[src/rtl/rhps_pkg.sv]
// Package with shared widths, register indexes and the reduction unit's command types.
`timescale 1ns / 1ps
`default_nettype none

package rhps_pkg;

    // Field and register widths.
    localparam int BYTE_W        = 8;
    localparam int HASH_W        = 16;
    localparam int POS_W         = 16;
    localparam int PATTERN_W     = 64;
    localparam int LEN_W         = 4;
    localparam int CFG_DATA_W    = 64;
    localparam int CFG_IDX_W     = 2;

    // Default window depth: the longest pattern supported.
    localparam int MAX_PATTERN_DEF = 8;

    // Register indexes on the configuration port.
    localparam logic [CFG_IDX_W-1:0] CFG_IDX_PATTERN = 2'd0;
    localparam logic [CFG_IDX_W-1:0] CFG_IDX_LENGTH  = 2'd1;
    localparam logic [CFG_IDX_W-1:0] CFG_IDX_PRIME   = 2'd2;

    // Reset values of the registers.
    localparam logic [PATTERN_W-1:0] PATTERN_RST = '0;
    localparam logic [LEN_W-1:0]     LENGTH_RST  = 4'd1;
    localparam logic [HASH_W-1:0]    PRIME_RST   = 16'd101;

    // Smallest modulus the hash accepts.
    localparam logic [HASH_W-1:0]    PRIME_MIN   = 16'd2;

    // Request to the modular reduction unit: reduce (init * 256 + data) mod prime,
    // where init is already below the prime.
    typedef struct packed {
        logic              go;
        logic [HASH_W-1:0] init;
        logic [BYTE_W-1:0] data;
    } t_red_cmd;

    // Answer of the reduction unit; done pulses for one cycle.
    typedef struct packed {
        logic              done;
        logic [HASH_W-1:0] rem;
    } t_red_rsp;

endpackage

`default_nettype wire

[src/rtl/rhps_modred.sv]
// Shared modular reduction unit: shifts one byte into a remainder, two bits per cycle.
`timescale 1ns / 1ps
`default_nettype none

module rhps_modred
    import rhps_pkg::*;
(
    input  wire logic              i_clk,
    input  wire logic              i_rst_n,
    input  wire logic [HASH_W-1:0] i_prime,
    input  wire t_red_cmd          i_cmd,
    output t_red_rsp               o_rsp
);

    // Two restoring steps per cycle.
    localparam int BITS_PER_CYCLE = 2;
    localparam int STEPS          = BYTE_W / BITS_PER_CYCLE;
    localparam int CNT_W          = $clog2(STEPS);

    logic [HASH_W-1:0] r_rem;
    logic [BYTE_W-1:0] r_data;
    logic [CNT_W-1:0]  r_cnt;
    logic              r_busy;
    logic              r_done;

    // One restoring step: double the remainder, bring in a bit, take off the prime once.
    function automatic logic [HASH_W-1:0] red_step(
        input logic [HASH_W-1:0] rem,
        input logic              bit_in,
        input logic [HASH_W-1:0] prime
    );
        logic [HASH_W:0] t;
        t = {rem, bit_in};
        if (t >= {1'b0, prime}) begin
            t = t - {1'b0, prime};
        end
        return t[HASH_W-1:0];
    endfunction

    function automatic logic [HASH_W-1:0] two_steps(
        input logic [HASH_W-1:0] rem,
        input logic [1:0]        bits,
        input logic [HASH_W-1:0] prime
    );
        logic [HASH_W-1:0] mid;
        mid = red_step(rem, bits[1], prime);
        return red_step(mid, bits[0], prime);
    endfunction

    // Sequencing of the step cycles.
    always_ff @(posedge i_clk) begin
        if (!i_rst_n) begin
            r_busy <= 1'b0;
            r_done <= 1'b0;
            r_cnt  <= '0;
        end else begin
            r_done <= 1'b0;
            if (i_cmd.go) begin
                r_busy <= 1'b1;
                r_cnt  <= CNT_W'(1);
            end else if (r_busy) begin
                r_cnt <= r_cnt + CNT_W'(1);
                if (r_cnt == CNT_W'(STEPS - 1)) begin
                    r_busy <= 1'b0;
                    r_done <= 1'b1;
                end
            end
        end
    end

    // Remainder and the bits still to be shifted in.
    always_ff @(posedge i_clk) begin
        if (i_cmd.go) begin
            r_rem  <= two_steps(i_cmd.init, i_cmd.data[BYTE_W-1 -: BITS_PER_CYCLE], i_prime);
            r_data <= {i_cmd.data[BYTE_W-BITS_PER_CYCLE-1:0], {BITS_PER_CYCLE{1'b0}}};
        end else if (r_busy) begin
            r_rem  <= two_steps(r_rem, r_data[BYTE_W-1 -: BITS_PER_CYCLE], i_prime);
            r_data <= {r_data[BYTE_W-BITS_PER_CYCLE-1:0], {BITS_PER_CYCLE{1'b0}}};
        end
    end

    assign o_rsp.done = r_done;
    assign o_rsp.rem  = r_rem;

endmodule

`default_nettype wire

[src/rtl/rolling_hash_pattern_search_top.sv]
// Top level of the rolling hash pattern search: sequencer, window, registers and output stage.
`timescale 1ns / 1ps
`default_nettype none

// Streaming Rabin-Karp search. Text arrives one byte per input item; a match of the
// configured pattern gives one result item with the zero-based start position. All
// modular reduction but the subtraction of the outgoing term runs through one shared
// reduction unit, and an item needs two passes of it; no new item is taken until the
// last one is through. For the first item after a write of the prime, unless it starts
// a new text, the stored window hash is first reduced by the new prime in two more
// passes. After reset and after every register write the block derives the pattern
// hash and the outgoing weight; input is stalled meanwhile. A result waiting on a
// stalled output does not hold up the next item until that item itself finds a match.
module rolling_hash_pattern_search_top
    import rhps_pkg::*;
#(
    parameter int MAX_PATTERN = MAX_PATTERN_DEF
) (
    input  wire logic                  i_clk,
    input  wire logic                  i_rst_n,
    // Configuration write port.
    input  wire logic                  i_cfg_we,
    input  wire logic [CFG_IDX_W-1:0]  i_cfg_idx,
    input  wire logic [CFG_DATA_W-1:0] i_cfg_data,
    // Input item channel.
    input  wire logic                  i_in_valid,
    output logic                       o_in_stall,
    input  wire logic [BYTE_W-1:0]     i_text_byte,
    input  wire logic                  i_first_of_text,
    // Result item channel.
    output logic                       o_out_valid,
    input  wire logic                  i_out_stall,
    output logic [POS_W-1:0]           o_match_position
);

    localparam int IDX_W = (MAX_PATTERN > 1) ? $clog2(MAX_PATTERN) : 1;
    localparam int K_W   = $clog2(MAX_PATTERN + 1);

    typedef enum logic [3:0] {
        S_DERIVE,
        S_W_WAIT,
        S_P_WAIT,
        S_IDLE,
        S_HH_WAIT,
        S_HL_WAIT,
        S_MUL,
        S_S_WAIT,
        S_F_WAIT,
        S_CHECK,
        S_HOLD
    } t_state;

    t_state             r_state;

    // Configuration registers.
    logic [PATTERN_W-1:0] r_pat;
    logic [LEN_W-1:0]     r_len;
    logic [HASH_W-1:0]    r_prime;

    // Search state.
    logic [BYTE_W-1:0]  r_win [MAX_PATTERN];
    logic [POS_W-1:0]   r_count;
    logic [HASH_W-1:0]  r_whash;
    logic [HASH_W-1:0]  r_phash;
    logic [HASH_W-1:0]  r_weight;
    logic               r_hred;

    // Working registers of the current item.
    logic [BYTE_W-1:0]  r_byte;
    logic [HASH_W-1:0]  r_hsh;
    logic [K_W-1:0]     r_k;
    t_red_cmd           r_cmd;
    t_red_rsp           w_rsp;

    logic               r_out_valid;
    logic [POS_W-1:0]   r_out_pos;

    logic [K_W-1:0]        w_m;
    logic [HASH_W-1:0]     w_p;
    logic                  w_full;
    logic [IDX_W-1:0]      w_tap;
    logic [BYTE_W+HASH_W-1:0] w_prod;
    logic [HASH_W-1:0]     w_diff;
    logic                  w_hit;
    logic                  w_out_free;
    logic [POS_W-1:0]      w_pos;

    function automatic logic [BYTE_W-1:0] pat_char(
        input logic [PATTERN_W-1:0] pat,
        input logic [2:0]           k
    );
        return pat[BYTE_W*k +: BYTE_W];
    endfunction

    // Effective length and prime, clamped to their usable ranges.
    always_comb begin
        if (r_len == '0) begin
            w_m = K_W'(1);
        end else if (r_len > LEN_W'(MAX_PATTERN)) begin
            w_m = K_W'(MAX_PATTERN);
        end else begin
            w_m = K_W'(r_len);
        end
        w_p = (r_prime < PRIME_MIN) ? PRIME_MIN : r_prime;
    end

    assign w_full = (r_count >= POS_W'(w_m));
    assign w_tap  = IDX_W'(w_m - K_W'(1));

    // Weighted outgoing byte; zero while the window is not yet full.
    assign w_prod = w_full ? ({{HASH_W{1'b0}}, r_win[w_tap]} * {{BYTE_W{1'b0}}, r_weight})
                           : '0;

    // Window hash minus the reduced outgoing term, brought back below the prime.
    always_comb begin
        logic [HASH_W:0] t;
        t = {1'b0, r_hsh} + {1'b0, w_p} - {1'b0, w_rsp.rem};
        if (t >= {1'b0, w_p}) begin
            t = t - {1'b0, w_p};
        end
        w_diff = t[HASH_W-1:0];
    end

    // Full window, equal hashes and a byte-by-byte check, one lane per character.
    always_comb begin
        logic [K_W-1:0] idx;
        w_hit = w_full && (r_whash == r_phash);
        for (int j = 0; j < MAX_PATTERN; j++) begin
            idx = w_m - K_W'(1) - K_W'(j);
            if (K_W'(j) < w_m) begin
                if (r_win[idx[IDX_W-1:0]] != pat_char(r_pat, 3'(j))) begin
                    w_hit = 1'b0;
                end
            end
        end
    end

    assign w_pos      = r_count - POS_W'(w_m);
    assign w_out_free = !r_out_valid || !i_out_stall;

    // Sequencer with its registered outputs.
    always_ff @(posedge i_clk) begin
        if (!i_rst_n) begin
            r_state     <= S_DERIVE;
            r_pat       <= PATTERN_RST;
            r_len       <= LENGTH_RST;
            r_prime     <= PRIME_RST;
            for (int j = 0; j < MAX_PATTERN; j++) begin
                r_win[j] <= '0;
            end
            r_count     <= '0;
            r_whash     <= '0;
            r_phash     <= '0;
            r_weight    <= '0;
            r_hred      <= 1'b1;
            r_k         <= '0;
            r_cmd       <= '0;
            r_out_valid <= 1'b0;
        end else begin
            r_cmd.go <= 1'b0;

            // The waiting result leaves when the receiver takes it.
            if (r_out_valid && !i_out_stall) begin
                r_out_valid <= 1'b0;
            end

            case (r_state)
                // Start of derivation: outgoing weight first, then the pattern hash.
                S_DERIVE: begin
                    r_weight <= HASH_W'(1);
                    r_k      <= K_W'(1);
                    if (w_m > K_W'(1)) begin
                        r_cmd   <= '{go: 1'b1, init: HASH_W'(1), data: '0};
                        r_state <= S_W_WAIT;
                    end else begin
                        r_cmd   <= '{go: 1'b1, init: '0, data: pat_char(r_pat, 3'd0)};
                        r_state <= S_P_WAIT;
                    end
                end

                S_W_WAIT: begin
                    if (w_rsp.done) begin
                        r_weight <= w_rsp.rem;
                        if (r_k == w_m - K_W'(1)) begin
                            r_cmd   <= '{go: 1'b1, init: '0, data: pat_char(r_pat, 3'd0)};
                            r_k     <= K_W'(1);
                            r_state <= S_P_WAIT;
                        end else begin
                            r_cmd <= '{go: 1'b1, init: w_rsp.rem, data: '0};
                            r_k   <= r_k + K_W'(1);
                        end
                    end
                end

                S_P_WAIT: begin
                    if (w_rsp.done) begin
                        if (r_k == w_m) begin
                            r_phash <= w_rsp.rem;
                            r_state <= S_IDLE;
                        end else begin
                            r_cmd <= '{go: 1'b1, init: w_rsp.rem,
                                       data: pat_char(r_pat, 3'(r_k))};
                            r_k   <= r_k + K_W'(1);
                        end
                    end
                end

                // Take an item; a new text clears the window, count and hash.
                S_IDLE: begin
                    if (i_in_valid && !i_cfg_we) begin
                        r_byte <= i_text_byte;
                        if (i_first_of_text) begin
                            for (int j = 0; j < MAX_PATTERN; j++) begin
                                r_win[j] <= '0;
                            end
                            r_count <= '0;
                            r_whash <= '0;
                            r_hsh   <= '0;
                            r_hred  <= 1'b1;
                            r_state <= S_MUL;
                        end else if (r_hred) begin
                            r_hsh   <= r_whash;
                            r_state <= S_MUL;
                        end else begin
                            r_cmd   <= '{go: 1'b1, init: '0, data: r_whash[HASH_W-1 -: BYTE_W]};
                            r_state <= S_HH_WAIT;
                        end
                    end
                end

                // Stored hash reduced by a changed prime, high byte then low byte.
                S_HH_WAIT: begin
                    if (w_rsp.done) begin
                        r_cmd   <= '{go: 1'b1, init: w_rsp.rem, data: r_whash[BYTE_W-1:0]};
                        r_state <= S_HL_WAIT;
                    end
                end

                S_HL_WAIT: begin
                    if (w_rsp.done) begin
                        r_hsh   <= w_rsp.rem;
                        r_state <= S_MUL;
                    end
                end

                // Outgoing byte times weight; the high part is already below the prime.
                S_MUL: begin
                    r_cmd   <= '{go: 1'b1, init: w_prod[BYTE_W +: HASH_W],
                                 data: w_prod[BYTE_W-1:0]};
                    r_state <= S_S_WAIT;
                end

                S_S_WAIT: begin
                    if (w_rsp.done) begin
                        r_cmd   <= '{go: 1'b1, init: w_diff, data: r_byte};
                        r_state <= S_F_WAIT;
                    end
                end

                // New hash is in: shift the window and count the byte.
                S_F_WAIT: begin
                    if (w_rsp.done) begin
                        r_whash <= w_rsp.rem;
                        r_hred  <= 1'b1;
                        for (int j = MAX_PATTERN - 1; j > 0; j--) begin
                            r_win[j] <= r_win[j-1];
                        end
                        r_win[0] <= r_byte;
                        if (r_count != {POS_W{1'b1}}) begin
                            r_count <= r_count + POS_W'(1);
                        end
                        r_state <= S_CHECK;
                    end
                end

                S_CHECK: begin
                    if (!w_hit) begin
                        r_state <= S_IDLE;
                    end else if (w_out_free) begin
                        r_out_valid <= 1'b1;
                        r_out_pos   <= w_pos;
                        r_state     <= S_IDLE;
                    end else begin
                        r_state <= S_HOLD;
                    end
                end

                // Match found while the previous result still waits.
                S_HOLD: begin
                    if (w_out_free) begin
                        r_out_valid <= 1'b1;
                        r_out_pos   <= w_pos;
                        r_state     <= S_IDLE;
                    end
                end

                default: begin
                    r_state <= S_DERIVE;
                end
            endcase

            // Register writes restart the derivation. The shared unit is restarted too,
            // so that a pass cut short by the write never reports its answer.
            if (i_cfg_we) begin
                case (i_cfg_idx)
                    CFG_IDX_PATTERN: begin
                        r_pat   <= i_cfg_data[PATTERN_W-1:0];
                        r_cmd.go <= 1'b1;
                        r_state <= S_DERIVE;
                    end
                    CFG_IDX_LENGTH: begin
                        r_len   <= i_cfg_data[LEN_W-1:0];
                        r_cmd.go <= 1'b1;
                        r_state <= S_DERIVE;
                    end
                    CFG_IDX_PRIME: begin
                        r_prime <= i_cfg_data[HASH_W-1:0];
                        r_hred  <= 1'b0;
                        r_cmd.go <= 1'b1;
                        r_state <= S_DERIVE;
                    end
                    default: begin
                    end
                endcase
            end
        end
    end

    // Shared reduction unit.
    rhps_modred u_modred (
        .i_clk   (i_clk),
        .i_rst_n (i_rst_n),
        .i_prime (w_p),
        .i_cmd   (r_cmd),
        .o_rsp   (w_rsp)
    );

    // Input waits while busy and while a register is being written.
    assign o_in_stall       = (r_state != S_IDLE) || i_cfg_we;
    assign o_out_valid      = r_out_valid;
    assign o_match_position = r_out_pos;

endmodule

`default_nettype wire
[config.mk]
export PLATFORM = sky130hd
export DESIGN_NAME = rolling_hash_pattern_search_top
export DESIGN_NICKNAME = d
export VERILOG_FILES = /design/src/rtl/rhps_pkg.sv /design/src/rtl/rhps_modred.sv /design/src/rtl/rolling_hash_pattern_search_top.sv
export SDC_FILE = /design/constraint.sdc
export NUM_CORES = 1
export LEC_CHECK = 0
export ABC_AREA = 1
export BUFFER_PORTS_ARGS = -buffer_cell sky130_fd_sc_hd__buf_2
export CAP_MARGIN = 20
export CORE_UTILIZATION = 42
export DETAILED_ROUTE_END_ITERATION = 12
export PLACE_DENSITY = 0.62
export SETUP_SLACK_MARGIN = 0.15
export SYNTH_ARGS = -nofsm -noshare
export SYNTH_HDL_FRONTEND = slang
export SYNTH_HIERARCHICAL = 1
export SYNTH_SLANG_ARGS = --single-unit
[constraint.sdc]
create_clock -name i_clk -period 8.85 [get_ports i_clk]
set_clock_uncertainty 0.1 [all_clocks]
set_input_delay 0.885 -clock i_clk [delete_from_list [all_inputs] [get_ports i_clk]]
set_output_delay 0.885 -clock i_clk [all_outputs]
set_load 0.02 [all_outputs]
# Word level (Yosys, flattened, before mapping)
# Memories as Yosys holds them, arrays and structs flattened.
# Index checks and enable logic that the tools add are counted.
[op_classes]
n_bitwise = 18
eq_ne = 40
n_mul = 1
n_addsub = 19
n_lt_le_gt_ge = 17
mux = 125
reduce_logical = 33
shifts = 1
[op_table]
columns = ["operator", "count"]
rows = [
  ["$mux 16", 21],
  ["$mux 25", 8],
  ["$pmux 25 s7", 1],
  ["$pmux 16 s2", 5],
  ["$mux 8", 18],
  ["$ge 17x16->1", 5],
  ["$mux 4", 20],
  ["$sub 16x16->16", 5],
  ["$ne 8x8->1", 8],
  ["$shiftx 64x7->8", 1],
  ["$mux 24", 2],
  ["$pmux 4 s11", 1],
  ["$mux 1", 42],
  ["$mul 8x16->24", 1],
  ["$add 16x16->17", 1],
  ["$sub 17x16->17", 1],
  ["$add 16x1->16 const B", 1],
  ["$eq 16x16->1", 1],
  ["$eq 4x3->1 const B", 4],
  ["$ge 16x4->1", 1],
  ["$lt 16x2->1 const B", 1],
  ["$lt 3x4->1 const A", 4],
  ["$ne 16x16->1 const B", 1],
  ["$or 1x1->1", 16],
  ["other kinds (41)", 85],
]
[totals]
regBits = 249
memories = 1
input_bits = 80
ram_bits = 64
[memory_table]
columns = ["name", "words", "word_bits", "read_ports", "rd_ports_with_merged_regs", "wr", "line", "rtl"]
rows = [
  ["r_win", 8, 8, 15, 0, 8, "rolling_hash_pattern_search_top.sv:61", "logic [BYTE_W-1:0] r_win [MAX_PATTERN];"],
]

# Depth between registers and ports, before layout
# An unclocked memory read counts as a cell.
[logic_depth]
depth_word = 26
depth_mapped = 37
ltp_nobuf = 33

# Cells and area by module
# Netlist, hierarchy kept.
[by_module_without_submodules]
columns = ["module", "n_inst", "cells_each", "area_per_inst_um2", "seq_area_each_um2"]
rows = [
  ["rolling_hash_pattern_search_top", 1, 3195, 22043.6, 6546.3],
  ["rhps_modred", 1, 935, 5676.7, 740.7],
]

# Least setup slack after synthesis
# No wires, ideal clock.
[synth_timing]
kind = "register -> register"
from = "register r_len[3]"
to = "register r_cmd[18] (netlist name)"
synth_period_minus_slack_ns = 6.623
arrival_ns = 6.413
path_stages_with_launch = 34
required_time_ns = 8.640
slack_ns = 2.227
setup_time_ns = 0.110
n_path_buf = 5
path_cell_list = "dfxtp_1 -> inv_2 -> nand2_1 -> buf_2 -> buf_2 -> ha_1 -> buf_2 -> inv_2 -> buf_1 -> nand3_1 -> nand3_1 -> nand2_1 -> inv_1 -> clkbuf_1 -> nor2_1 -> fa_1 -> inv_1 -> fa_1 -> inv_1 -> fa_1 -> fa_1 -> ha_1 -> nand2_1 -> nor2_1 -> nand2_1 -> o211ai_1 -> a31oi_1 -> o21bai_1 -> a21o_1 -> or2_2 -> nand3_1 -> nand4_1 -> nand2_1 -> inv_1"
[synth_between]
elab_chain_cells = 8
[synth_rtl]
columns = ["element", "line", "rtl"]
rows = [
  ["from (decl)", "rolling_hash_pattern_search_top.sv:57", "logic [LEN_W-1:0] r_len;"],
  ["from (signal assigned)", "rolling_hash_pattern_search_top.sv:312", "r_len <= i_cfg_data[LEN_W-1:0];"],
  ["$gt 4x4->1", "rolling_hash_pattern_search_top.sv:99", "end else if (r_len > LEN_W'(MAX_PATTERN)) begin"],
  ["$mux 4", "rolling_hash_pattern_search_top.sv:99", ""],
  ["$mux 4 (*)", "rolling_hash_pattern_search_top.sv:97", "if (r_len == '0) begin"],
  ["$sub 4x1->4", "rolling_hash_pattern_search_top.sv:184", "if (r_k == w_m - K_W'(1)) begin"],
  ["$mem_v2 8x8 / $eq 4x4->1 (equally long branches)", "n/a", ""],
  ["$mul 8x16->24 / $mux 24 (equally long branches)", "rolling_hash_pattern_search_top.sv:111, rolling_hash_pattern_search_top.sv:184", ""],
  ["$mux 24 / $mux 25 (equally long branches)", "rolling_hash_pattern_search_top.sv:111, rolling_hash_pattern_search_top.sv:182", ""],
  ["$pmux 25 s7", "rolling_hash_pattern_search_top.sv:167", "case (r_state)"],
  ["to (signal assigned)", "rolling_hash_pattern_search_top.sv:173", "r_cmd <= '{go: 1'b1, init: HASH_W'(1), data: '0};"],
  ["to (signal assigned)", "rolling_hash_pattern_search_top.sv:176", "r_cmd <= '{go: 1'b1, init: '0, data: pat_char(r_pat, 3'd0)};"],
  ["to (signal assigned)", "rolling_hash_pattern_search_top.sv:185", "r_cmd <= '{go: 1'b1, init: '0, data: pat_char(r_pat, 3'd0)};"],
  ["to (decl)", "rolling_hash_pattern_search_top.sv:72", "t_red_cmd r_cmd;"],
]
# Every way passes the cells marked *; elsewhere a longest branch is shown, timed or not. The select of a mux whose other input is x is not followed.
# A chain may end at the register's enable or synchronous reset.

# Final worst setup path
[layout_timing]
from = "register r_len[3]"
to = "register r_cmd[21] (netlist name)"
# Same word-level chain as after synthesis.

==> out/qor.yml <==
final_layout:
  fin_area_um2: 30200
  drive_gt1_frac: 0.0700
  area_growth_pct: 8.83
  nets: 4482
timing:
  fin_crit_sh: 0.862
  clock.fmax_mhz: 131
  finalHoldViolCount: 0
  finalWorstSetupSlack_ns: 1.22
  finalSetupViolCount: 0
  rsz0062_at_grt: "false"
  worstMarginPinSlew_ns: 1.07
  slew_viol_final: 0
  setup_tns_ns: 0
  maxSlewHeadroom: 0.283
  finalCriticalPeriod_ns: 7.63
  timing.hold.ws_ns: 0.363
synthesis:
  seq_area_frac_synth: 0.263
  synth_edf_count: 102
  synth_cell_type_count: 60
  synth_top_area_frac: 0.152
  synth_area_leader_cell: "dfxtp_1"
  synthTopCellsByArea: "dfxtp_1, nand2_1, edfxtp_1"
  synthesis.area_um2: 27700
  syn_nets: 4467
  async_flop_share: 0
  synth_warnings: 6
  syn_avg_cell_area_um2: 6.71
  synth-main-ff-cell: "dfxtp_1"
  syn_inst: 4130
  ys_ff_latch: 313
routing:
  drc: 0
  wl_per_cell_um: 20.4
  routed_wl_mm: 103
  dr_total_vias: 27786
  antenna_left: 0
  dr.pass1.iters: 9
  avgViaCountPerCell: 5.52
  drt_iter0_drc: 2844
placed_design:
  dp_slack_ns: 1.34
  placed_area_um2: 28800
  routabilityCongestion: 1.03
  dp_hpwl_mm: 79.4
  portBuffers: 97
clock_network:
  ctsHtreeMaxLevel: 2
  cts_made_buffers: 38
  cts_resized: 0
  holdBufCountCts: 0
  path_clk_slew_ns: 0.06
  clk_latency_ns: 0.60
  ctsRootBufferMaster: "clkbuf_16"
  cts_buffer_depth: 3
  cts_setup_buffers: 0
  cts.sinks: 313
  cts_tree: "done"
grt:
  grt_max_degree: 72
  use_met3: 0.0475
  gr-total-overflow: 0
  grtUsageMet2: 0.473
  gr-usage-met1: 0.410
  grt.busiest_layer: "met2"
  grt_pass1_vias: 25986
  antenna_found_initial: 2
  grt_pass1_wl_mm: 155
  grt_usage: 0.304
critical_path:
  critPathArrivalTime_ns: 8.01
  cp_slowest_cell: "fa_1"
  cpPeakStageDelay_ns: 0.56
  crit_path_start_kind: "flip-flop"
  critPathMostFrequentCell: "nand2_1"
  path_buf_inv: 7
  crit_family: "adder cells"
  cp_max_fo: 46
  critPathKind: "reg2reg"
  critPathRequiredTime_ns: 9.22
  cp-end-kind: "flip-flop"
status:
  status: "finished clean"
floorplan:
  chipHeight_um: 259
  die_area_um2: 67000
  start_util: 0.428
  rows: 93
  ios: 98
  die_w_um: 259
  coreArea_um2: 64800
power:
  pwr_density_cell_nw_per_um2: 284
  finalPower_mw: 8.57
  peakVddDrop_v: 0.000408
  cellLeakagePower_nw: 14.4
job:
  cap_violations: 0
worst_hold_path:
  hp-class: "reg2reg"
-- worst min-delay path: stages (launching register included) --
cell	delay, ns
dfxtp_1	0.31
nand2_1	0.06
a21oi_1	0.05
-- state kept, by name, summed over array words and instances (netlist names), 6 cells and up --
signal	count
o_match_position	16
r_byte	8
r_cmd	25
r_count	16
r_hsh	16
r_pat	64
r_phash	16
r_prime	16
r_weight	16
r_whash	16
r_win	64
u_modred/r_data	6
u_modred/r_rem	16
-- per-layer routing --
metal  part of all wire  routed length (um)
met1               0.43               43900
met5                  0                   0
met3              0.086                8860
met2               0.43               44300
met4              0.054                5590
-- cell families after synthesis --
group	share of synthesized area
AOI/OAI and AO/OA	0.126
xor gates and xnor gates	0.0342
adders and majority gates	0.145
buffers and inverters	0.109
DFF	0.263
muxes	0.000361
and+or+nand+nor	0.323
-- path summary, 6_finish.rpt --
kind / start / endpoint / slack, ns / depth (start not counted)
worst max-delay path: r_len[3]$_SDFFE_PN0P_ / r_cmd[21]$_SDFFE_PN0P_ / 1.22 / 29
worst min-delay path: r_whash[2]$_SDFFE_PN0P_ / r_whash[2]$_SDFFE_PN0P_ / 0.36 / 2
worst max register to register: r_len[3]$_SDFFE_PN0P_ / r_cmd[21]$_SDFFE_PN0P_ / 1.22 / 29
worst min register to register: r_whash[2]$_SDFFE_PN0P_ / r_whash[2]$_SDFFE_PN0P_ / 0.36 / 2
-- power by group --
| group | internal [mW] | total [mW] | switching, mW |
|---|---|---|---|
| Sequential | 1.62 | 1.82 | 0.198 |
| Clock | 1.02 | 1.73 | 0.710 |
| Combinational | 1.77 | 5.01 | 3.24 |
| Total | 4.42 | 8.57 | 4.15 |
-- final cells by class --
| cell class | count | area [um2] |
|---|---|---|
| antenna | 2 | 5.00 |
| clock buffer | 46 | 991 |
| clock inverter | 23 | 369 |
| fill | 6818 | 34600 |
| inverter | 613 | 2300 |
| multi-input combinational | 3052 | 17400 |
| sequential | 313 | 7290 |
| tap | 855 | 1070 |
| timing repair buffer | 127 | 713 |
-- cell usage in the layout, fill, tap and decap left out, types with 6 or more instances in the layout --
| master | Yosys | final |
|---|---|---|
| nand3_2 | 8 | 8 |
| fa_1 | 106 | 106 |
| o21a_1 | 6 | 6 |
| or2_2 | 16 | 16 |
| buf_4 | 6 | 31 |
| xnor2_1 | 57 | 57 |
| clkbuf_16 | 0 | 38 |
| nand2_2 | 30 | 31 |
| a21oi_1 | 249 | 249 |
| bufinv_16 | 0 | 7 |
| nor3_1 | 27 | 27 |
| nor2_4 | 5 | 6 |
| a211oi_1 | 26 | 25 |
| clkinv_1 | 9 | 10 |
| xor2_1 | 48 | 48 |
| dfxtp_1 | 211 | 210 |
| o21ai_1 | 13 | 13 |
| clkbuf_1 | 95 | 7 |
| nand3_1 | 459 | 459 |
| a31oi_1 | 16 | 16 |
| nor4_1 | 9 | 9 |
| inv_1 | 589 | 588 |
| clkinv_2 | 1 | 7 |
| o22ai_1 | 25 | 25 |
| nor2_1 | 306 | 305 |
| o31ai_1 | 10 | 10 |
| edfxtp_1 | 102 | 102 |
| o21bai_1 | 7 | 7 |
| ha_1 | 151 | 151 |
| o21ai_0 | 211 | 211 |
| nand4_1 | 31 | 31 |
| nand2_4 | 6 | 6 |
| o211ai_1 | 14 | 14 |
| nand2_1 | 1110 | 1109 |
| a22oi_1 | 13 | 13 |
| a21o_1 | 7 | 7 |
| inv_2 | 14 | 15 |
| buf_2 | 29 | 96 |
| nand3b_1 | 35 | 35 |
-- per-stage QoR --
step,util,instances
6_report,0.465,5031
5_1_grt,0.465,5029
4_1_cts,0.465,5029
3_5_place_dp,0.444,4960
3_3_place_gp,0.444,4960
2_1_floorplan,-,4130
-- synth_stat cells (26+ instances only) --
cell type     n
inv_1       589
nor2_1      306
a21oi_1     249
nand3_1     459
fa_1        106
nor3_1       27
xor2_1       48
xnor2_1      57
a211oi_1     26
dfxtp_1     211
buf_2        29
ha_1        151
o21ai_0     211
nand4_1      31
clkbuf_1     95
edfxtp_1    102
nand2_1    1110
nand3b_1     35
nand2_2      30
Power figures use the tool's default switching activity.
